<file path="src/design/mash_pkg.sv">
`timescale 1ns / 1ps
// ----------------------------------------------------------------------------
// mash_pkg
// Shared types and constants for the multi-algorithm string hash unit.
// ----------------------------------------------------------------------------
package mash_pkg;

    localparam int HASH_W = 32;
    localparam int SEL_W  = 4;
    localparam int BYTE_W = 8;
    localparam int LEN_W  = 16;
    localparam int ADDR_W = 3;
    localparam int DATA_W = 32;

    localparam logic [HASH_W-1:0] RS_MULT_INIT = 32'd63689;
    localparam logic [HASH_W-1:0] RS_MULT_STEP = 32'd378551;
    localparam logic [HASH_W-1:0] JS_INIT      = 32'd1315423911;
    localparam logic [HASH_W-1:0] BKDR_SEED    = 32'd131;
    localparam logic [HASH_W-1:0] DJB_INIT     = 32'd5381;
    localparam logic [HASH_W-1:0] AP_INIT      = 32'hAAAA_AAAA;

    // Register index carried by paddr[2].
    localparam logic REG_ALGO_SEL = 1'b0;

    typedef enum logic [SEL_W-1:0] {
        ALG_RS   = 4'd0,
        ALG_JS   = 4'd1,
        ALG_PJW  = 4'd2,
        ALG_ELF  = 4'd3,
        ALG_BKDR = 4'd4,
        ALG_SDBM = 4'd5,
        ALG_DJB  = 4'd6,
        ALG_DEK  = 4'd7,
        ALG_AP   = 4'd8
    } t_algo;

    typedef struct packed {
        logic [SEL_W-1:0] sel;
        logic             first;
        logic             odd;
    } t_fold_ctl;

endpackage

</file>
<file path="src/design/mash_fold.sv">
`timescale 1ns / 1ps
// ----------------------------------------------------------------------------
// mash_fold
// Folds one sign-extended byte into the running hash for the selected
// algorithm, applying the start value first when the byte opens a string.
// ----------------------------------------------------------------------------
module mash_fold (
    input  mash_pkg::t_fold_ctl              i_ctl,
    input  logic [mash_pkg::BYTE_W-1:0]      i_byte,
    input  logic [mash_pkg::LEN_W-1:0]       i_len,
    input  logic [mash_pkg::HASH_W-1:0]      i_hash,
    input  logic [mash_pkg::HASH_W-1:0]      i_mult,
    output logic [mash_pkg::HASH_W-1:0]      o_hash,
    output logic [mash_pkg::HASH_W-1:0]      o_mult,
    output logic                             o_odd
);
    import mash_pkg::*;

    logic [HASH_W-1:0] c;
    logic [HASH_W-1:0] h0;
    logic [HASH_W-1:0] m0;
    logic [HASH_W-1:0] start;
    logic [HASH_W-1:0] mul_a;
    logic [HASH_W-1:0] mul_b;
    logic [HASH_W-1:0] prod;
    logic [HASH_W-1:0] t4;
    logic              odd0;

    assign c = {{(HASH_W-BYTE_W){i_byte[BYTE_W-1]}}, i_byte};

    always_comb begin
        unique case (i_ctl.sel)
            ALG_JS:  start = JS_INIT;
            ALG_DJB: start = DJB_INIT;
            ALG_DEK: start = {{(HASH_W-LEN_W){1'b0}}, i_len};
            ALG_AP:  start = AP_INIT;
            default: start = '0;
        endcase
    end

    assign h0   = i_ctl.first ? start : i_hash;
    assign m0   = i_ctl.first ? RS_MULT_INIT : i_mult;
    assign odd0 = i_ctl.first ? 1'b0 : i_ctl.odd;

    // One shared multiplier serves RS, BKDR and the even AP step.
    always_comb begin
        unique case (i_ctl.sel)
            ALG_RS: begin
                mul_a = h0;
                mul_b = m0;
            end
            ALG_AP: begin
                mul_a = h0 >> 3;
                mul_b = c;
            end
            default: begin
                mul_a = h0;
                mul_b = BKDR_SEED;
            end
        endcase
    end

    assign prod = mul_a * mul_b;
    assign t4   = (h0 << 4) + c;

    always_comb begin
        o_mult = m0;
        unique case (i_ctl.sel)
            ALG_RS: begin
                o_hash = prod + c;
                o_mult = m0 * RS_MULT_STEP;
            end
            ALG_JS:   o_hash = h0 ^ ((h0 << 5) + c + (h0 >> 2));
            // In 32-bit form PJW and ELF reduce to the same fold.
            ALG_PJW, ALG_ELF: begin
                o_hash = {4'b0000, t4[27:8], t4[7:4] ^ t4[31:28], t4[3:0]};
            end
            ALG_BKDR: o_hash = prod + c;
            ALG_SDBM: o_hash = c + (h0 << 6) + (h0 << 16) - h0;
            ALG_DJB:  o_hash = (h0 << 5) + h0 + c;
            ALG_DEK:  o_hash = (h0 << 5) ^ (h0 >> 27) ^ c;
            ALG_AP: begin
                if (!odd0) begin
                    o_hash = h0 ^ ((h0 << 7) ^ prod);
                end else begin
                    o_hash = h0 ^ ~((h0 << 11) + (c ^ (h0 >> 5)));
                end
            end
            default:  o_hash = h0;
        endcase
    end

    assign o_odd = ~odd0;

endmodule

</file>
<file path="src/design/multi_algorithm_string_hash_unit.sv">
`timescale 1ns / 1ps
// A word accepted into the input register is folded into the hash state when it advances,
// and a last word's hash is registered into the result register when the output side is free.
// Throughput: one word per cycle while the output side is not stalled; the fold closes the loop
// through the state registers with the shared 32x32 multiplier and the RS multiplier step beside it.
// A result still waiting on the output side stalls the input register, last or not.
// Reset is synchronous and active low; it clears the handshake state, selects RS.
// ----------------------------------------------------------------------------
// multi_algorithm_string_hash_unit
// Folds a byte stream into one of nine 32-bit string hashes and emits the
// hash on the word marked last.
// ----------------------------------------------------------------------------
module multi_algorithm_string_hash_unit (
    input  logic                             i_clk,
    input  logic                             i_rst_n,
    input  logic                             i_in_valid,
    output logic                             o_in_ready,
    input  logic [mash_pkg::BYTE_W-1:0]      i_data_byte,
    input  logic                             i_first_flag,
    input  logic                             i_last_flag,
    input  logic [mash_pkg::LEN_W-1:0]       i_string_length,
    output logic                             o_out_valid,
    input  logic                             i_out_ready,
    output logic [mash_pkg::HASH_W-1:0]      o_hash_value,
    input  logic                             psel,
    input  logic                             penable,
    input  logic                             pwrite,
    input  logic [mash_pkg::ADDR_W-1:0]      paddr,
    input  logic [mash_pkg::DATA_W-1:0]      pwdata,
    output logic [mash_pkg::DATA_W-1:0]      prdata,
    output logic                             pready
);
    import mash_pkg::*;

    logic [SEL_W-1:0]  r_sel;
    logic              r_in_valid;
    logic [BYTE_W-1:0] r_byte;
    logic              r_first;
    logic              r_last;
    logic [LEN_W-1:0]  r_len;
    logic [HASH_W-1:0] r_hash;
    logic [HASH_W-1:0] r_mult;
    logic              r_odd;
    logic              r_out_valid;
    logic [HASH_W-1:0] r_out_hash;

    logic [HASH_W-1:0] n_hash;
    logic [HASH_W-1:0] n_mult;
    logic              n_odd;
    logic              advance;
    logic              accept;
    logic              cfg_wr;
    t_fold_ctl         fold_ctl;

    assign pready  = 1'b1;
    assign cfg_wr  = psel && penable && pwrite && pready && (paddr[2] == REG_ALGO_SEL);
    assign prdata  = (paddr[2] == REG_ALGO_SEL) ? {{(DATA_W-SEL_W){1'b0}}, r_sel} : '0;

    // The fold only stalls when the result register is still full.
    assign advance    = r_in_valid && (!r_out_valid || i_out_ready);
    assign o_in_ready = !r_in_valid || advance;
    assign accept     = i_in_valid && o_in_ready;

    assign fold_ctl.sel   = r_sel;
    assign fold_ctl.first = r_first;
    assign fold_ctl.odd   = r_odd;

    mash_fold u_fold (
        .i_ctl  (fold_ctl),
        .i_byte (r_byte),
        .i_len  (r_len),
        .i_hash (r_hash),
        .i_mult (r_mult),
        .o_hash (n_hash),
        .o_mult (n_mult),
        .o_odd  (n_odd)
    );

    always_ff @(posedge i_clk) begin
        if (!i_rst_n) begin
            r_sel       <= ALG_RS;
            r_in_valid  <= 1'b0;
            r_hash      <= '0;
            r_mult      <= RS_MULT_INIT;
            r_odd       <= 1'b0;
            r_out_valid <= 1'b0;
        end else begin
            if (cfg_wr) begin
                r_sel <= pwdata[SEL_W-1:0];
            end
            if (accept) begin
                r_in_valid <= 1'b1;
            end else if (advance) begin
                r_in_valid <= 1'b0;
            end
            if (advance) begin
                r_hash <= n_hash;
                r_mult <= n_mult;
                r_odd  <= n_odd;
            end
            if (advance && r_last) begin
                r_out_valid <= 1'b1;
            end else if (i_out_ready) begin
                r_out_valid <= 1'b0;
            end
        end
    end

    always_ff @(posedge i_clk) begin
        if (accept) begin
            r_byte  <= i_data_byte;
            r_first <= i_first_flag;
            r_last  <= i_last_flag;
            r_len   <= i_string_length;
        end
        if (advance && r_last) begin
            r_out_hash <= n_hash;
        end
    end

    assign o_out_valid  = r_out_valid;
    assign o_hash_value = r_out_hash;

endmodule

</file>
<file path="config.mk">
export PLATFORM = sky130hd
export DESIGN_NAME = multi_algorithm_string_hash_unit
export DESIGN_NICKNAME = d
export VERILOG_FILES = /design/src/design/mash_pkg.sv /design/src/design/mash_fold.sv /design/src/design/multi_algorithm_string_hash_unit.sv
export SDC_FILE = /design/constraint.sdc
export NUM_CORES = 2
export LEC_CHECK = 0
export BUFFER_PORTS_ARGS = -buffer_cell sky130_fd_sc_hd__buf_2
export CAP_MARGIN = 20
export CORE_MARGIN = 4
export CORE_UTILIZATION = 60
export DETAILED_ROUTE_END_ITERATION = 10
export PLACE_DENSITY = 0.77
export SLEW_MARGIN = 10
export SYNTH_ARGS = -nofsm -noshare
export SYNTH_HDL_FRONTEND = slang
export SYNTH_SLANG_ARGS = --single-unit
</file>
<file path="constraint.sdc">
create_clock -name i_clk -period 16.8 [get_ports i_clk]
set_clock_uncertainty 0.2 [all_clocks]
set_input_delay 2.52 -clock i_clk [delete_from_list [all_inputs] [get_ports i_clk]]
set_output_delay 2.52 -clock i_clk [all_outputs]
set_load 0.02 [all_outputs]
</file>
; Yosys cells after proc, flatten, opt, wreduce, memory -nomap -nowiden
; Cells that the tools add are included.
; W data, S select, Z words.
[op_classes]
n_reduce_logical = 15
n_addsub = 10
eq_ne = 8
mux = 14
n_mul = 2
n_bitwise = 11
[op_table]
columns = cell, n
row1 = $add A32 B32 Y32, 8
row2 = $pmux W32 S7, 1
row3 = $mux W32, 5
row4 = $xor A32 B32 Y32, 5
row5 = $pmux W32 S4, 1
row6 = $pmux W32 S2, 1
row7 = $add A32 B30 Y32, 1
row8 = $mul A32 B19 Y32 const B, 1
row9 = $mul A32 B32 Y32, 1
row10 = $not A32 Y32, 1
row11 = $sub A32 B32 Y32, 1
row12 = $xor A32 B27 Y32, 1
row13 = $xor A32 B5 Y32, 1
row14 = $eq A4 B3 Y1 const B, 4
row15 = $eq A4 B2 Y1 const B, 2
row16 = $logic_and A1 B1 Y1, 6
row17 = $mux W1, 5
row18 = $eq A4 B1 Y1 const B, 1
row19 = $eq A4 B4 Y1 const B, 1
row20 = $logic_not A4 Y1, 1
row21 = $mux W4, 1
row22 = $reduce_bool A2 Y1, 2
row23 = $reduce_or A2 Y1, 2
row24 = $xor A4 B4 Y4, 1
row25 = 3 further kinds, 6
[word_totals]
out_inout_bits = 67
in_bits = 68
regBits = 129

; Longest topological paths before layout
[depth]
ltp_word = 9
ltp_mapped = 50
depth_no_buf = 43

; Hierarchy
; A second synthesis with hierarchy kept.
[unflattened]
cells_unflattened = 5051
area_unflattened_um2 = 42802.3
[by_module_without_submodules]
columns = module, area_per_inst_um2, cells_per_inst, n_inst
row1 = mash_fold, 37946.4, 4645, 1
row2 = multi_algorithm_string_hash_unit, 4855.9, 406, 1

; Least setup slack after synthesis
; No wires, ideal clock.
[synth_path]
kind = register to register
from = reg r_byte[7]
to = reg r_out_hash[31], in the netlist o_hash_value[31] (data pin)
arrival_time_ps = 14876
stages_incl_launch_ff = 43
setup_ps = 276
required_time_ps = 16324
n_path_buf = 4
slack_ps = 1449
path_cell_list = edfxtp_1 > inv_1 > nor2_2 > buf_2 > buf_2 > buf_1 > a21oi_1 > clkbuf_1 > nor2_1 > fa_1 > inv_1 > fa_1 > inv_1 > fa_1 > inv_1 > fa_1 > inv_1 > fa_1 > [7 not listed] > nor2_1 > and3_1 > a211oi_1 > xnor2_1 > ha_1 > a21oi_1 > nor2b_1 > o21a_1 > or2_2 > o21ai_0 > nor4_1 > a2111o_1 > a21o_1 > a21o_1 > xnor2_1 > a221o_1 > nor2_1 > a21oi_1
[synth_via]
elab_chain_cells = 6
elab_cells_between_ends = 19
classes_between = 8 x add/sub / 1 x mul / 3 x mux / 7 x bitwise
[synth_lines]
columns = element, line
row1 = from (decl), multi_algorithm_string_hash_unit.sv:37  ; logic [BYTE_W-1:0] r_byte;
row2 = from (signal assigned), multi_algorithm_string_hash_unit.sv:111  ; r_byte <= i_data_byte;
row3 = branches (longest 5 deep; another with $mul A32 B32 Y32), --
row4 = $pmux W32 S7 (*), mash_fold.sv:68  ; unique case (i_ctl.sel)
row5 = named net n_hash[31], multi_algorithm_string_hash_unit.sv:47  ; logic [HASH_W-1:0] n_hash;
row6 = to (signal assigned), multi_algorithm_string_hash_unit.sv:117  ; r_out_hash <= n_hash;
row7 = to (decl), multi_algorithm_string_hash_unit.sv:45  ; logic [HASH_W-1:0] r_out_hash;
; Mark *: on every way through the listed nets, which the timed path passes.
; A chain may end at the register's enable or synchronous reset.

; Worst setup path in the final report
[layout_path]
from = reg r_sel[1]
to = reg r_hash[24]
[layout_via]
elab_chain_cells = 9
elab_cells_between_ends = 36
classes_between = 10 x add/sub / 1 x mul / 8 x eq/ne / 6 x mux / 8 x bitwise / 3 x reduce/logical
[layout_lines]
columns = element, line
row1 = from (decl), multi_algorithm_string_hash_unit.sv:35  ; logic [SEL_W-1:0] r_sel;
row2 = from (signal assigned), multi_algorithm_string_hash_unit.sv:89  ; r_sel <= pwdata[SEL_W-1:0];
row3 = branches (longest 8 deep; another with $mul A32 B32 Y32), --
row4 = $pmux W32 S7 (*), mash_fold.sv:68
row5 = named net n_hash[24], multi_algorithm_string_hash_unit.sv:47
row6 = to (signal assigned), multi_algorithm_string_hash_unit.sv:97  ; r_hash <= n_hash;
row7 = to (decl), multi_algorithm_string_hash_unit.sv:41  ; logic [HASH_W-1:0] r_hash;
; Marked as above.

==> results.py <==
metrics = {
    "final_layout": {
        "drive_gt1_share_pct": 5.55,
        "nFillCells": 6025,
        "seqCellArea_um2": 3160,
        "multiInputGateArea_um2": 35300,
        "area_growth_pct": 5.23,
        "fin_nets": 6293,
        "final_core_util_pct": 63.8,
    },
    "sta": {
        "setup_tns_ns": 0,
        "fmax_mhz": 74.5,
        "setup_viol": 0,
        "hold_violations": 0,
        "timing.final.ws_setup_ns": 3.38,
        "fin_crit_sh_pct": 79.9,
        "tightest_slew_ns": 1.23,
        "relSlewSlack_pct": 18.1,
        "drv_slew": 0,
        "fin_crit_ns": 13.42,
        "rsz0062_at_grt": "false",
        "fin_hold_ws_ns": 0.277,
    },
    "detailed_routing": {
        "drt-total-wl_mm": 151,
        "drc": 0,
        "ant_nets": 0,
        "num_vias": 37500,
        "drtIter0Drc": 4108,
        "routedWlPerCell_um": 25.2,
        "first_pass_iters": 6,
        "viasPerCell": 6.24,
    },
    "setup_path": {
        "r2r-end": "r_hash[24]",
        "reg2reg_slack_ns": 3.38,
        "cp_common_cell": "fa_1",
        "critPathRequiredTime_ns": 16.94,
        "worstPathArrival_ns": 13.56,
        "reg2regPathDepth": 41,
        "worstSetupStartpointType": "flop",
        "cp_max_fo": 47,
        "crit_type": "reg -> reg",
        "end_kind": "flop",
        "critPathSlowestCell": "dfxtp_1",
        "slowest_delay_ns": 1.00,
        "reg2reg_from": "r_sel[1]",
    },
    "flow_run": {
        "maxCapViolations": 0,
    },
    "die": {
        "start_util_pct": 60.6,
        "core-area_um2": 70100,
        "die_x_um": 274,
        "ios": 135,
        "die_h_um": 274,
        "placementRows": 97,
        "dieArea_um2": 75200,
    },
    "placement": {
        "place_ws_ns": 3.74,
        "gp_congestion": 1.09,
        "dp_hpwl_mm": 121,
        "numPortBuffers": 75,
    },
    "hold_path": {
        "min_to": "r_hash[6]",
        "min_path_type": "reg -> reg",
        "hold_depth": 2,
        "hp-start": "r_hash[6]",
    },
    "logic_synthesis": {
        "synth_edf_count": 58,
        "synth_flop_cell": "dfxtp_1",
        "yosys.area.top_type_share_pct": 33.1,
        "ys_top_cells_by_count": "inv_1, fa_1, nor2_1, ha_1, nand2_1",
        "synth_most_common_cell": "inv_1",
        "ys_seq_area_share_pct": 7.44,
        "synthTopCellsByArea": "fa_1, ha_1, inv_1, xnor2_1, nor2_1",
        "syn_inst": 5021,
        "syn_area_um2": 42500,
        "yosysTopAreaCell": "fa_1",
        "synth_area_per_cell_um2": 8.47,
        "async_reset_ff_share_pct": 0,
        "synth.distinct_cells": 89,
        "synth_seq_cells": 129,
        "synth_warnings": 0,
    },
    "clocking": {
        "holdBufCountCts": 0,
        "postCtsSetupBuffers": 0,
        "cts_tree": "done",
        "cts.sinks": 129,
        "cts.reportedPaths.clkPinSlew_ns": 0.06,
        "insertion_delay_ns": 0.45,
        "numCtsBuffers": 17,
        "post_cts_resized": 0,
        "htree_levels": 4,
        "clk_path_buf_depth": 2,
        "cts_root_buf": "clkbuf_16",
    },
    "global_route": {
        "grt_start_max_net_pins": 100,
        "grt_overflow": 0,
        "grt_pass1_wl_mm": 229,
        "grt.total_usage_pct": 40.7,
        "grt_pass1_vias": 37900,
        "grt_antenna_before_repair": 4,
    },
    "run_status": {
        "status": "finished, final reports clean",
    },
}
-- metal layers --
layer  vias up  track usage (%)  share of wire, %
li1      16300                -                 -
met1     18100             50.3                36
met2      2372             63.7                44
met3       724             9.83                11
met4         2             26.9               8.8
met5         -                0            0.0046
-- layout by cell type (no fill, tap or decap), drive strengths merged, types with 36 or more instances in the layout --
cell type,n
xor2,54
nand2,462
nor3,54
nand3,46
ha,472
a21oi,311
a211oi,40
fa,704
o21ai,196
dfxtp,71
xnor2,250
edfxtp,58
nand2b,39
nor2,475
a21o,105
o21a,36
buf,182
inv,916
nor2b,49
-- layout make-up --
class	instances	share of cell area [%]
repair buffers	182	2.67
diodes	3	0.0168
inverters	914	7.67
multi-input cells	3805	78.8
well taps	940	2.63
clock inverters	13	0.229
flip-flops and latches	129	7.07
clock buffers	19	0.967
-- critical path: cells and delay by family, from the launching register on --
kind	cells	cell delay, ns
compound gates	18	4.31
xor+xnor	2	0.87
fa+ha+maj	10	4.21
buf+inv	5	0.56
flops	1	1.00
simple gates	6	2.15
-- cells by family (layout without fill, tap and decap cells) --
kind of cell | count (synthesis) | after routing | share of synthesized area [%]
mux | 28 | 28 | 0.674
fa+ha+maj | 1176 | 1176 | 47.0
other cells | 2 | 32 | 0.0177
flops | 129 | 129 | 7.44
compound gates | 993 | 993 | 14.9
xor+xnor | 314 | 314 | 6.79
simple gates | 1265 | 1265 | 13.0
buf+inv | 1114 | 1128 | 10.2
-- state kept, by name (all words and copies together) (netlist names) --
register and count:
o_hash_value 32, r_hash 32, r_mult 32, r_len 16
r_byte 8, r_sel 4, o_out_valid 1, r_first 1
r_in_valid 1, r_last 1, r_odd 1
-- through the flow --
stage          area, um2  std cells
3_3_place_gp       44200       5969
4_1_cts            44800       6002
2_1_floorplan      42600       5048
6_report           44800       6005
3_5_place_dp       44200       5970
5_1_grt            44800       6002
-- worst max path at each step --
| stage | start | endpoint | slack (ns) | cells after the start |
|---|---|---|---|---|
| final | r_sel[1] | r_hash[24] | 3.38 | 41 |
| after floorplan | r_byte[7] | o_hash_value[31] | 1.45 | 42 |
| after detailed placement | r_sel[1] | r_hash[24] | 3.74 | 41 |
| after global placement | r_sel[1] | r_hash[24] | 3.84 | 41 |
| after global routing | r_sel[1] | r_hash[24] | 3.05 | 41 |
| after CTS | r_sel[1] | r_hash[24] | 3.66 | 41 |
Power is left out: the tool's default activity adds up to more than one toggle a clock period on the data nets, which glitch-free logic cannot reach.
